$ cat src/rtl/cdll_pkg.sv
// ----------------------------------------------------------------------------
// cdll_pkg
// Shared types and constants of the circular doubly linked list block.
// ----------------------------------------------------------------------------
package cdll_pkg;

    localparam int CAPACITY_DEF = 16;
    localparam int DATA_W       = 32;
    localparam int TYPE_W       = 3;
    localparam int STATUS_W     = 2;
    localparam int POS_W        = 5;

    localparam logic [TYPE_W-1:0] REQ_INS_FIRST  = 3'd0;
    localparam logic [TYPE_W-1:0] REQ_INS_LAST   = 3'd1;
    localparam logic [TYPE_W-1:0] REQ_INS_AFTER  = 3'd2;
    localparam logic [TYPE_W-1:0] REQ_INS_BEFORE = 3'd3;
    localparam logic [TYPE_W-1:0] REQ_DELETE     = 3'd4;
    localparam logic [TYPE_W-1:0] REQ_SEARCH     = 3'd5;

    localparam logic [STATUS_W-1:0] ST_OK        = 2'd0;
    localparam logic [STATUS_W-1:0] ST_EMPTY     = 2'd1;
    localparam logic [STATUS_W-1:0] ST_NOT_FOUND = 2'd2;
    localparam logic [STATUS_W-1:0] ST_FULL      = 2'd3;

    typedef enum logic [3:0] {
        S_IDLE,
        S_FETCH,
        S_TAIL,
        S_WALK,
        S_LINK1,
        S_LINK2,
        S_SINGLE,
        S_UNLINK,
        S_DONE
    } state_t;

    typedef struct packed {
        logic                ready;
        logic                rd_next;
        logic                take_tail;
        logic                take_hit;
        logic                step;
        logic                wr_link1;
        logic                wr_link2;
        logic                wr_single;
        logic                wr_unlink;
        logic                clr_list;
        logic                set_status;
        logic [STATUS_W-1:0] status;
        logic                set_pos;
        logic                load_out;
    } cmd_t;

    typedef struct packed {
        logic              req_valid;
        logic [TYPE_W-1:0] req_type;
        logic              count_zero;
        logic              count_one;
        logic              pool_full;
        logic              key_match;
        logic              last_node;
        logic              out_stall;
    } stat_t;

endpackage

$ cat src/rtl/cdll_req_if.sv
// ----------------------------------------------------------------------------
// cdll_req_if
// Request channel: valid/ready handshake carrying one list request per beat.
// ----------------------------------------------------------------------------
interface cdll_req_if;
    import cdll_pkg::*;

    logic                     valid;
    logic                     ready;
    logic [TYPE_W-1:0]        req_type;
    logic signed [DATA_W-1:0] match_key;
    logic signed [DATA_W-1:0] new_value;

    modport source (output valid, output req_type, output match_key, output new_value,
                    input ready);
    modport sink   (input valid, input req_type, input match_key, input new_value,
                    output ready);
endinterface

$ cat src/rtl/cdll_rsp_if.sv
// ----------------------------------------------------------------------------
// cdll_rsp_if
// Response channel: valid/ready handshake carrying one result per beat.
// ----------------------------------------------------------------------------
interface cdll_rsp_if;
    import cdll_pkg::*;

    logic                valid;
    logic                ready;
    logic [STATUS_W-1:0] status;
    logic [POS_W-1:0]    found_position;

    modport source (output valid, output status, output found_position, input ready);
    modport sink   (input valid, input status, input found_position, output ready);
endinterface

$ cat src/rtl/cdll_ram.sv
// ----------------------------------------------------------------------------
// cdll_ram
// Generic single-write, single-read RAM with a registered read port.
// ----------------------------------------------------------------------------
module cdll_ram #(
    parameter int WIDTH = 32,
    parameter int DEPTH = 16
) (
    input  logic                     clk,
    input  logic                     we,
    input  logic [$clog2(DEPTH)-1:0] waddr,
    input  logic [WIDTH-1:0]         wdata,
    input  logic [$clog2(DEPTH)-1:0] raddr,
    output logic [WIDTH-1:0]         rdata
);
    logic [WIDTH-1:0] mem [DEPTH];

    always_ff @(posedge clk)
    begin
        if (we)
        begin
            mem[waddr] <= wdata;
        end
        rdata <= mem[raddr];
    end
endmodule

$ cat src/rtl/cdll_ctrl.sv
// ----------------------------------------------------------------------------
// cdll_ctrl
// Controller state machine: sequences the walk and the link updates.
// ----------------------------------------------------------------------------
module cdll_ctrl (
    input  logic           clk,
    input  logic           rst_n,
    input  cdll_pkg::stat_t stat,
    output cdll_pkg::cmd_t  cmd
);
    import cdll_pkg::*;

    state_t state_reg;
    state_t state_next;

    always_ff @(posedge clk or negedge rst_n)
    begin
        if (!rst_n)
        begin
            state_reg <= S_IDLE;
        end
        else
        begin
            state_reg <= state_next;
        end
    end

    always_comb
    begin
        state_next = state_reg;
        case (state_reg)
            S_IDLE:
            begin
                if (stat.req_valid)
                begin
                    state_next = S_FETCH;
                end
            end
            S_FETCH:
            begin
                case (stat.req_type)
                    REQ_INS_FIRST, REQ_INS_LAST:
                    begin
                        if (stat.pool_full)
                        begin
                            state_next = S_DONE;
                        end
                        else if (stat.count_zero)
                        begin
                            state_next = S_SINGLE;
                        end
                        else
                        begin
                            state_next = S_TAIL;
                        end
                    end
                    REQ_INS_AFTER, REQ_INS_BEFORE, REQ_DELETE, REQ_SEARCH:
                    begin
                        state_next = stat.count_zero ? S_DONE : S_WALK;
                    end
                    default:
                    begin
                        state_next = S_DONE;
                    end
                endcase
            end
            S_TAIL:
            begin
                state_next = S_LINK1;
            end
            S_WALK:
            begin
                if (stat.key_match)
                begin
                    case (stat.req_type)
                        REQ_INS_AFTER, REQ_INS_BEFORE:
                        begin
                            state_next = stat.pool_full ? S_DONE : S_LINK1;
                        end
                        REQ_DELETE:
                        begin
                            state_next = stat.count_one ? S_DONE : S_UNLINK;
                        end
                        default:
                        begin
                            state_next = S_DONE;
                        end
                    endcase
                end
                else if (stat.last_node)
                begin
                    state_next = S_DONE;
                end
            end
            S_LINK1:
            begin
                state_next = S_LINK2;
            end
            S_LINK2, S_SINGLE, S_UNLINK:
            begin
                state_next = S_DONE;
            end
            S_DONE:
            begin
                if (!stat.out_stall)
                begin
                    state_next = S_IDLE;
                end
            end
            default:
            begin
                state_next = S_IDLE;
            end
        endcase
    end

    always_comb
    begin
        cmd = '0;
        cmd.status = ST_OK;
        case (state_reg)
            S_IDLE:
            begin
                cmd.ready = 1'b1;
            end
            S_FETCH:
            begin
                case (stat.req_type)
                    REQ_INS_FIRST, REQ_INS_LAST:
                    begin
                        if (stat.pool_full)
                        begin
                            cmd.set_status = 1'b1;
                            cmd.status     = ST_FULL;
                        end
                    end
                    REQ_INS_AFTER, REQ_INS_BEFORE, REQ_DELETE, REQ_SEARCH:
                    begin
                        if (stat.count_zero)
                        begin
                            cmd.set_status = 1'b1;
                            cmd.status     = ST_EMPTY;
                        end
                    end
                    default:
                    begin
                        cmd.set_status = 1'b0;
                    end
                endcase
            end
            S_TAIL:
            begin
                cmd.take_tail = 1'b1;
            end
            S_WALK:
            begin
                if (stat.key_match)
                begin
                    cmd.take_hit = 1'b1;
                    case (stat.req_type)
                        REQ_INS_AFTER, REQ_INS_BEFORE:
                        begin
                            if (stat.pool_full)
                            begin
                                cmd.set_status = 1'b1;
                                cmd.status     = ST_FULL;
                            end
                        end
                        REQ_DELETE:
                        begin
                            cmd.clr_list = stat.count_one;
                        end
                        default:
                        begin
                            cmd.set_pos = 1'b1;
                        end
                    endcase
                end
                else if (stat.last_node)
                begin
                    cmd.set_status = 1'b1;
                    cmd.status     = ST_NOT_FOUND;
                end
                else
                begin
                    cmd.step    = 1'b1;
                    cmd.rd_next = 1'b1;
                end
            end
            S_LINK1:
            begin
                cmd.wr_link1 = 1'b1;
            end
            S_LINK2:
            begin
                cmd.wr_link2 = 1'b1;
            end
            S_SINGLE:
            begin
                cmd.wr_single = 1'b1;
            end
            S_UNLINK:
            begin
                cmd.wr_unlink = 1'b1;
            end
            S_DONE:
            begin
                cmd.load_out = !stat.out_stall;
            end
            default:
            begin
                cmd.ready = 1'b0;
            end
        endcase
    end
endmodule

$ cat src/rtl/cdll_dpath.sv
// ----------------------------------------------------------------------------
// cdll_dpath
// Datapath: node RAMs, head and count, free map, walk registers and the
// output register.
// ----------------------------------------------------------------------------
module cdll_dpath #(
    parameter int CAPACITY = cdll_pkg::CAPACITY_DEF
) (
    input  logic            clk,
    input  logic            rst_n,
    cdll_req_if.sink        req,
    cdll_rsp_if.source      rsp,
    input  cdll_pkg::cmd_t  cmd,
    output cdll_pkg::stat_t stat
);
    import cdll_pkg::*;

    localparam int IW = $clog2(CAPACITY);
    localparam int CW = $clog2(CAPACITY + 1);

    logic [TYPE_W-1:0]   type_reg;
    logic [DATA_W-1:0]   key_reg;
    logic [DATA_W-1:0]   val_reg;
    logic [IW-1:0]       cur_reg;
    logic [CW-1:0]       k_reg;
    logic [IW-1:0]       hit_reg;
    logic [IW-1:0]       a_reg;
    logic [IW-1:0]       b_reg;
    logic                new_head_reg;
    logic [STATUS_W-1:0] status_reg;
    logic [POS_W-1:0]    pos_reg;

    logic [IW-1:0]       head_reg;
    logic [IW-1:0]       head_next;
    logic [CW-1:0]       count_reg;
    logic [CW-1:0]       count_next;
    logic [CAPACITY-1:0] free_reg;
    logic [CAPACITY-1:0] free_next;
    logic [IW-1:0]       slot_reg;
    logic                full_reg;
    logic [IW-1:0]       slot_pick;

    logic                out_valid_reg;
    logic [STATUS_W-1:0] out_status_reg;
    logic [POS_W-1:0]    out_pos_reg;

    logic [DATA_W-1:0]   value_rd;
    logic [IW-1:0]       next_rd;
    logic [IW-1:0]       prev_rd;
    logic [IW-1:0]       rd_addr;

    logic                val_we;
    logic                next_we;
    logic [IW-1:0]       next_waddr;
    logic [IW-1:0]       next_wdata;
    logic                prev_we;
    logic [IW-1:0]       prev_waddr;
    logic [IW-1:0]       prev_wdata;

    logic                accept;
    logic [CW-1:0]       k_plus;

    assign accept = req.valid && cmd.ready;
    assign k_plus = k_reg + CW'(1);
    assign rd_addr = cmd.rd_next ? next_rd : head_reg;

    cdll_ram #(.WIDTH(DATA_W), .DEPTH(CAPACITY)) u_value_ram (
        .clk   (clk),
        .we    (val_we),
        .waddr (slot_reg),
        .wdata (val_reg),
        .raddr (rd_addr),
        .rdata (value_rd)
    );

    cdll_ram #(.WIDTH(IW), .DEPTH(CAPACITY)) u_next_ram (
        .clk   (clk),
        .we    (next_we),
        .waddr (next_waddr),
        .wdata (next_wdata),
        .raddr (rd_addr),
        .rdata (next_rd)
    );

    cdll_ram #(.WIDTH(IW), .DEPTH(CAPACITY)) u_prev_ram (
        .clk   (clk),
        .we    (prev_we),
        .waddr (prev_waddr),
        .wdata (prev_wdata),
        .raddr (rd_addr),
        .rdata (prev_rd)
    );

    always_comb
    begin
        val_we     = cmd.wr_link1 || cmd.wr_single;
        next_we    = cmd.wr_link1 || cmd.wr_link2 || cmd.wr_single || cmd.wr_unlink;
        prev_we    = next_we;
        next_waddr = slot_reg;
        next_wdata = slot_reg;
        prev_waddr = slot_reg;
        prev_wdata = slot_reg;
        if (cmd.wr_link1)
        begin
            next_wdata = b_reg;
            prev_wdata = a_reg;
        end
        else if (cmd.wr_link2)
        begin
            next_waddr = a_reg;
            prev_waddr = b_reg;
        end
        else if (cmd.wr_unlink)
        begin
            next_waddr = a_reg;
            next_wdata = b_reg;
            prev_waddr = b_reg;
            prev_wdata = a_reg;
        end
    end

    always_comb
    begin
        slot_pick = '0;
        for (int i = CAPACITY - 1; i >= 0; i--)
        begin
            if (free_reg[i])
            begin
                slot_pick = IW'(i);
            end
        end
    end

    always_comb
    begin
        head_next  = head_reg;
        count_next = count_reg;
        free_next  = free_reg;
        if (cmd.wr_single)
        begin
            head_next           = slot_reg;
            count_next          = CW'(1);
            free_next[slot_reg] = 1'b0;
        end
        else if (cmd.wr_link2)
        begin
            head_next           = new_head_reg ? slot_reg : head_reg;
            count_next          = count_reg + CW'(1);
            free_next[slot_reg] = 1'b0;
        end
        else if (cmd.wr_unlink)
        begin
            head_next          = new_head_reg ? b_reg : head_reg;
            count_next         = count_reg - CW'(1);
            free_next[hit_reg] = 1'b1;
        end
        else if (cmd.clr_list)
        begin
            head_next          = '0;
            count_next         = '0;
            free_next[cur_reg] = 1'b1;
        end
    end

    always_ff @(posedge clk or negedge rst_n)
    begin
        if (!rst_n)
        begin
            head_reg      <= '0;
            count_reg     <= '0;
            free_reg      <= '1;
            slot_reg      <= '0;
            full_reg      <= 1'b0;
            out_valid_reg <= 1'b0;
        end
        else
        begin
            head_reg  <= head_next;
            count_reg <= count_next;
            free_reg  <= free_next;
            slot_reg  <= slot_pick;
            full_reg  <= ~|free_reg;
            if (cmd.load_out)
            begin
                out_valid_reg <= 1'b1;
            end
            else if (rsp.ready)
            begin
                out_valid_reg <= 1'b0;
            end
        end
    end

    always_ff @(posedge clk)
    begin
        if (accept)
        begin
            type_reg   <= req.req_type;
            key_reg    <= req.match_key;
            val_reg    <= req.new_value;
            cur_reg    <= head_reg;
            k_reg      <= '0;
            status_reg <= ST_OK;
            pos_reg    <= '0;
        end
        else
        begin
            if (cmd.step)
            begin
                cur_reg <= next_rd;
                k_reg   <= k_plus;
            end
            if (cmd.set_status)
            begin
                status_reg <= cmd.status;
            end
            if (cmd.set_pos)
            begin
                pos_reg <= POS_W'(k_plus);
            end
        end

        if (cmd.take_tail)
        begin
            a_reg        <= prev_rd;
            b_reg        <= head_reg;
            new_head_reg <= (type_reg == REQ_INS_FIRST);
        end
        else if (cmd.take_hit)
        begin
            hit_reg      <= cur_reg;
            new_head_reg <= (type_reg != REQ_INS_AFTER) && (cur_reg == head_reg);
            a_reg        <= (type_reg == REQ_INS_AFTER) ? cur_reg : prev_rd;
            b_reg        <= (type_reg == REQ_INS_BEFORE) ? cur_reg : next_rd;
        end

        if (cmd.load_out)
        begin
            out_status_reg <= status_reg;
            out_pos_reg    <= pos_reg;
        end
    end

    assign req.ready          = cmd.ready;
    assign rsp.valid          = out_valid_reg;
    assign rsp.status         = out_status_reg;
    assign rsp.found_position = out_pos_reg;

    always_comb
    begin
        stat            = '0;
        stat.req_valid  = req.valid;
        stat.req_type   = type_reg;
        stat.count_zero = (count_reg == '0);
        stat.count_one  = (count_reg == CW'(1));
        stat.pool_full  = full_reg;
        stat.key_match  = (value_rd == key_reg);
        stat.last_node  = (k_plus == count_reg);
        stat.out_stall  = out_valid_reg && !rsp.ready;
    end
endmodule

$ cat src/rtl/circular_doubly_linked_list.sv
// ----------------------------------------------------------------------------
// circular_doubly_linked_list
// Circular doubly linked list of signed 32-bit values in a pool of CAPACITY
// nodes, driven by insert, delete and search requests.
//
// One request beat on req gives exactly one result beat on rsp (status and
// the 1-based search position). Requests are handled one at a time; req.ready
// is high only while the block is idle, but a finished result waiting in the
// output register does not hold back the next request.
// A key request on an empty list, a pool-full insert at head or tail, or an
// unused request type goes straight to its result. An insert into an empty
// list writes a single node; an insert at head or tail reads the tail and
// then writes the two links. A key request walks the list node by node, then
// a link insert writes the two links and a delete that leaves nodes behind
// unlinks the hit node. A link insert needs a free slot. The walk is set by
// the node RAMs: one node's read per cycle. The next request can be taken
// in the cycle after the result is loaded. Reset empties the list and frees
// every slot at once; node storage is not cleared. While rsp is stalled the
// result is held and the block finishes its current request, then waits
// before it returns to idle.
// ----------------------------------------------------------------------------
module circular_doubly_linked_list #(
    parameter int CAPACITY = cdll_pkg::CAPACITY_DEF
) (
    input  logic       clk,
    input  logic       rst_n,
    cdll_req_if.sink   req,
    cdll_rsp_if.source rsp
);
    import cdll_pkg::*;

    cmd_t  cmd;
    stat_t stat;

    cdll_ctrl u_ctrl (
        .clk   (clk),
        .rst_n (rst_n),
        .stat  (stat),
        .cmd   (cmd)
    );

    cdll_dpath #(.CAPACITY(CAPACITY)) u_dpath (
        .clk   (clk),
        .rst_n (rst_n),
        .req   (req),
        .rsp   (rsp),
        .cmd   (cmd),
        .stat  (stat)
    );

    a_one_at_a_time: assert property (@(posedge clk) disable iff (!rst_n)
        req.valid && req.ready |=> !req.ready)
        else $error("request taken while another is in progress");

    a_load_shows: assert property (@(posedge clk) disable iff (!rst_n)
        cmd.load_out |=> rsp.valid)
        else $error("loaded result not presented");

    a_one_update: assert property (@(posedge clk) disable iff (!rst_n)
        $onehot0({cmd.wr_link1, cmd.wr_link2, cmd.wr_single, cmd.wr_unlink, cmd.clr_list}))
        else $error("more than one list update in a cycle");

    a_link_order: assert property (@(posedge clk) disable iff (!rst_n)
        cmd.wr_link2 |-> $past(cmd.wr_link1))
        else $error("second link write without the first");

    a_no_load_on_stall: assert property (@(posedge clk) disable iff (!rst_n)
        rsp.valid && !rsp.ready |-> !cmd.load_out)
        else $error("result overwritten while stalled");
endmodule
$ cat src/flat_wrapper.sv
// flat-port wrapper written by rule: the top's interface ports become plain ports
module circular_doubly_linked_list_flat import cdll_pkg::*;
#(
    parameter int CAPACITY = cdll_pkg::CAPACITY_DEF
)
  (clk, rst_n, req_valid, req_req_type, req_match_key, req_new_value, req_ready, rsp_valid, rsp_status, rsp_found_position, rsp_ready);
  cdll_req_if req_i ();
  cdll_rsp_if rsp_i ();
  input  logic clk;
  input  logic rst_n;
  input wire logic [$bits(req_i.valid)-1:0] req_valid;
  input wire logic [$bits(req_i.req_type)-1:0] req_req_type;
  input wire logic [$bits(req_i.match_key)-1:0] req_match_key;
  input wire logic [$bits(req_i.new_value)-1:0] req_new_value;
  output wire logic [$bits(req_i.ready)-1:0] req_ready;
  output wire logic [$bits(rsp_i.valid)-1:0] rsp_valid;
  output wire logic [$bits(rsp_i.status)-1:0] rsp_status;
  output wire logic [$bits(rsp_i.found_position)-1:0] rsp_found_position;
  input wire logic [$bits(rsp_i.ready)-1:0] rsp_ready;
  assign req_i.valid = req_valid;
  assign req_i.req_type = req_req_type;
  assign req_i.match_key = req_match_key;
  assign req_i.new_value = req_new_value;
  assign req_ready = req_i.ready;
  assign rsp_valid = rsp_i.valid;
  assign rsp_status = rsp_i.status;
  assign rsp_found_position = rsp_i.found_position;
  assign rsp_i.ready = rsp_ready;
  circular_doubly_linked_list #(.CAPACITY(CAPACITY)) u_core (.clk(clk), .rst_n(rst_n), .req(req_i), .rsp(rsp_i));
endmodule
$ cat config.mk
export PLATFORM = sky130hd
export DESIGN_NAME = circular_doubly_linked_list_flat
export DESIGN_NICKNAME = d
export VERILOG_FILES = /design/src/rtl/cdll_pkg.sv /design/src/rtl/cdll_req_if.sv /design/src/rtl/cdll_rsp_if.sv /design/src/rtl/cdll_ram.sv /design/src/rtl/cdll_ctrl.sv /design/src/rtl/cdll_dpath.sv /design/src/rtl/circular_doubly_linked_list.sv /design/src/flat_wrapper.sv
export SDC_FILE = /design/constraint.sdc
export NUM_CORES = 1
export LEC_CHECK = 0
export ABC_AREA = 1
export BUFFER_PORTS_ARGS = -buffer_cell sky130_fd_sc_hd__buf_2
export CAP_MARGIN = 15
export CORE_ASPECT_RATIO = 2
export CORE_MARGIN = 5
export CORE_UTILIZATION = 40
export CTS_CLUSTER_SIZE = 24
export DETAILED_ROUTE_END_ITERATION = 12
export GPL_ROUTABILITY_DRIVEN = 0
export SETUP_SLACK_MARGIN = 0.02
export SLEW_MARGIN = 30
export SYNTH_ARGS = -nofsm -noshare
export SYNTH_HDL_FRONTEND = slang
export SYNTH_SLANG_ARGS = --single-unit
$ cat constraint.sdc
create_clock -name clk -period 3.38 [get_ports clk]
set_input_delay 0.338 -clock clk [delete_from_list [all_inputs] [get_ports clk]]
set_output_delay 0.338 -clock clk [all_outputs]
set_load 0.05 [all_outputs]
==> metrics.md <==
| Metric | Value |
|---|---|
| Post-CTS Setup Repair Bufs | `0` |
| Clock skew | `~0.031 ns` |
| Comb power frac | `between 20% and 30%` |
| Post-Layout Cell Count | `between 4000 and 5000` |
| Ant diodes | `0` |
| Clk pwr share | `a little under a third` |
| Clock root cell | `clkbuf_16` |
| Initial core utilization | `about 40%` |
| Placed Cells | `approximately 4600` |
| Share of cells above drive strength 1 | `9.34%` |
| P_sw | `~8.7 mW` |
| Endpoint type of the worst setup path | `register` |
| Pre-CTS WS | `between 0.3 and 0.4 ns` |
| Met1 GRT Util | `approximately a quarter` |
| Global-route wire length before repair | `between 100000 and 150000 microns` |
| Die X-Extent | `~220 microns` |
| Register clock-pin slew on the reported worst setup and hold paths | `0.06 ns` |
| Yosys top cell by area | `edfxtp_1` |
| Vias | `between 20000 and 25000` |
| Latest clock arrival within the worst-skew pair | `between 0.6 and 0.7 ns` |
| Busiest grt layer | `met2` |
| Setup TNS | `0 ns` |
| Final hold vios | `0` |
| Ys flop type | `edfxtp_1` |
| Sequential share of the synthesized area | `approximately 67%` |
| Final worst slack | `0.382 ns` |
| FF+latch count, synth | `just over 800` |
| Layout area overhead | `15.9%` |
| Fmax | `approximately 330 MHz` |
| WS Path Type | `reg2reg` |
| Tmin final | `between 2 and 3 ns` |
| Status | `complete, no violations` |
| Switching Share | `roughly 31%` |
| CP max FO | `27` |
| Synthesized area | `0.0357 sq mm` |
| Top cells by area, synth | `edfxtp_1 (62%), nand3_1 (9.9%), nand2_1 (6.6%), inv_1 (6.6%), dfxtp_1 (2.9%)` |
| Max reg flops | `slightly above 500` |
| Startpoint class of the critical path | `register` |
| CTS max path bufs | `3` |
| Drt wl/cell | `about 20 microns` |
| CP Data Required Time | `around 4.0 ns` |
| Vias/cell | `a little over 5` |
| GRT overflow | `0` |
| DRT iter0 DRCs | `between 2000 and 2500` |
| Power per cell area | `677 mW/mm^2` |
| Post-DP HPWL | `between 50000 and 60000 microns` |
| Worst VDD drop | `around 0.44 mV` |
| Worst-Margin Slew | `~0.9 ns` |
| H-tree Lvls | `3` |
| Max Slew Vio Count | `0` |
| Count of different cell masters after synthesis | `between 40 and 50` |
| Largest net degree at the start of global routing | `just under 90` |
| CTS Sinks | `818` |
| Worst hold path class | `in2async` |
| Synthesized area per cell | `10.5 sq um` |
| Area of the core | `0.0888 sq mm` |
| Total power | `~28 mW` |
| Fin crit share | `between 80 and 90%` |
| RSZ-0062 raised after global routing | `false` |
| Syn_nets | `between 3000 and 4000` |
| Final wirelength | `94100 microns` |
| WP data arrival | `3.59 ns` |
| DRC violation count after routing | `0` |
| GRT Overall Usage | `between 10% and 20%` |
| Final setup viols | `0` |
| Static Leak | `roughly 17 nW` |
| Sequential Power Share | `about 48%` |
| Die area | `~0.096 sq mm` |
| Synth Warn # | `0` |
| Max-cap violations | `0` |
| NumNets Final | `3636` |
| Worst Hold Slack | `slightly below 0.2 ns` |
| Largest Register | `u_core.u_dpath.u_value_ram.mem` |
| Num CTS Buffers | `76` |
| Internal power component | `between 15 and 20 mW` |
| FFs w/ async S/R, synth | `between 4 and 5%` |
| DR pass1 iterations | `7` |
| Number of placed I/O pins | `80` |
| PostCTS Resize Cnt | `0` |
| CTS tree | `done` |
| Antenna Violating Nets Remaining | `0` |
| Die span in y | `between 400 and 500 microns` |
| Max_slew headroom | `between 30% and 40%` |
| Synth top area share | `between 60% and 70%` |
| Biggest regs | `u_core.u_dpath.u_value_ram.mem (512), u_core.u_dpath.u_next_ram.mem (64), u_core.u_dpath.u_prev_ram.mem (64)` |
| Num rows | `155` |
| GR Util met2 | `approximately a third` |
| Initial antenna violation count | `0` |
| Vias in the first global route | `~24000` |
| Post-synth EDFFs | `roughly 730` |
| M3 GR Usage | `approximately 3.1%` |
| Cell count after synthesis | `approximately 3400` |
| IO Port Bufs | `79` |
| Post-CTS Hold Buffers | `69` |
[cell type report]
type,count,area (sq um)
Tap cell,1177,1470
Clock inverter,48,475
Sequential cell,818,23900
Inverter,631,2370
Clock buffer,93,2080
Timing Repair Buffer,237,2240
Fill cell,8130,47500
Multi-Input combinational cell,1793,8830
[worst max-delay path, stage by stage (launching register included)]
cell     delay, ns
dfxtp_1       0.46
inv_1         0.06
nand2_1       0.06
nand2_1       0.05
nand2_1       0.11
nor2_1        0.07
nand2_1       0.15
nor2_1        0.07
nand2_1       0.24
nand3_4       0.27
o21ai_4       0.47
buf_12        0.27
buf_12        0.20
nand3_1       0.10
nand3_1       0.09
nand3_1       0.11
nand2_1       0.12
[kinds of logic (layout without fill, tap and decap cells)]
| group | after synthesis | count (layout) | synth area share, % |
|---|---|---|---|
| buffers and inverters | 797 | 1009 | 8.83 |
| adder cells (fa/ha/maj) | 8 | 8 | 0.281 |
| flip-flops | 818 | 818 | 67.0 |
| XOR/XNOR | 29 | 29 | 0.712 |
| AND/OR/NAND/NOR | 1605 | 1605 | 20.9 |
| AO/OA/AOI/OAI | 151 | 151 | 2.34 |
[metal layers]
layer  vias up  part of all wire [%]
met4         0                   2.3
met1     11900                    42
met5         -                     0
li1      11600                     -
met3       139                   6.3
met2       868                    49
[placed cells by master, fill, tap and decap left out, types with 8 or more instances in the layout]
cell and instances:
nand2_1 629, ha_1 8, dlygate4sd3_1 69, clkinv_1 12
dfxtp_1 52, a21oi_1 49, clkbuf_16 78, o211ai_1 8
o21ai_0 70, edfxtp_1 731, nand3_1 704, xnor2_1 27
inv_1 625, buf_12 39, clkinv_2 18, nand4_1 9
nand3b_1 122, nor3_1 13, dfrtp_1 19, clkinvlp_4 8
dfstp_2 16, clkbuf_1 8, buf_4 51, buf_2 78
nor2_4 16, nor2_1 99
[Yosys cell counts, drive strengths merged, types with 2 or more instances]
cell,number
a21oi,49
a22oi,2
buf,105
clkbuf,61
dfrtp,19
dfstp,16
dfxtp,52
edfxtp,731
ha,8
inv,630
nand2,633
nand3,706
nand3b,122
nand4,9
nor2,116
nor3,13
nor4,5
o211ai,8
o21ai,74
o22ai,5
o311ai,3
o31ai,3
xnor2,27
xor2,2
[metrics by stage]
stage,util [%],instance area [sq um]
after detailed placement,42.9,38100
after global routing,46.6,41400
after CTS,46.6,41400
after floorplan,-,35700
final,46.6,41400
after global placement,42.9,38100
[power groups by stage]
stage	Sequential [mW]	Clock [mW]	Combinational, mW
floorplan	13.4	0	3.63
global placement	13.7	0	5.60
detailed placement	13.7	0	5.68
CTS	13.5	8.97	5.76
global route	13.6	9.37	6.34
finish	13.5	8.76	5.74
[final timing paths]
check | start | end | slack, ns | depth (start not counted)
worst max-delay path | u_core.u_dpath.u_value_ram.rdata[2] | u_core.u_dpath.u_value_ram.rdata[17] | 0.38 | 16
worst min-delay path | rst_n | u_core.u_dpath.rsp.valid | 0.19 | 2
worst max register to register | u_core.u_dpath.u_value_ram.rdata[2] | u_core.u_dpath.u_value_ram.rdata[17] | 0.38 | 16
worst min register to register | u_core.u_dpath.pos_reg[4] | u_core.u_dpath.rsp.found_position[4] | 0.42 | 0
max in group asynchronous | rst_n | u_core.u_dpath.free_reg[11] | 2.78 | 2
min in group clk | req_valid | u_core.u_dpath.status_reg[1] | 0.22 | 5
Power figures use the tool's default switching activity.
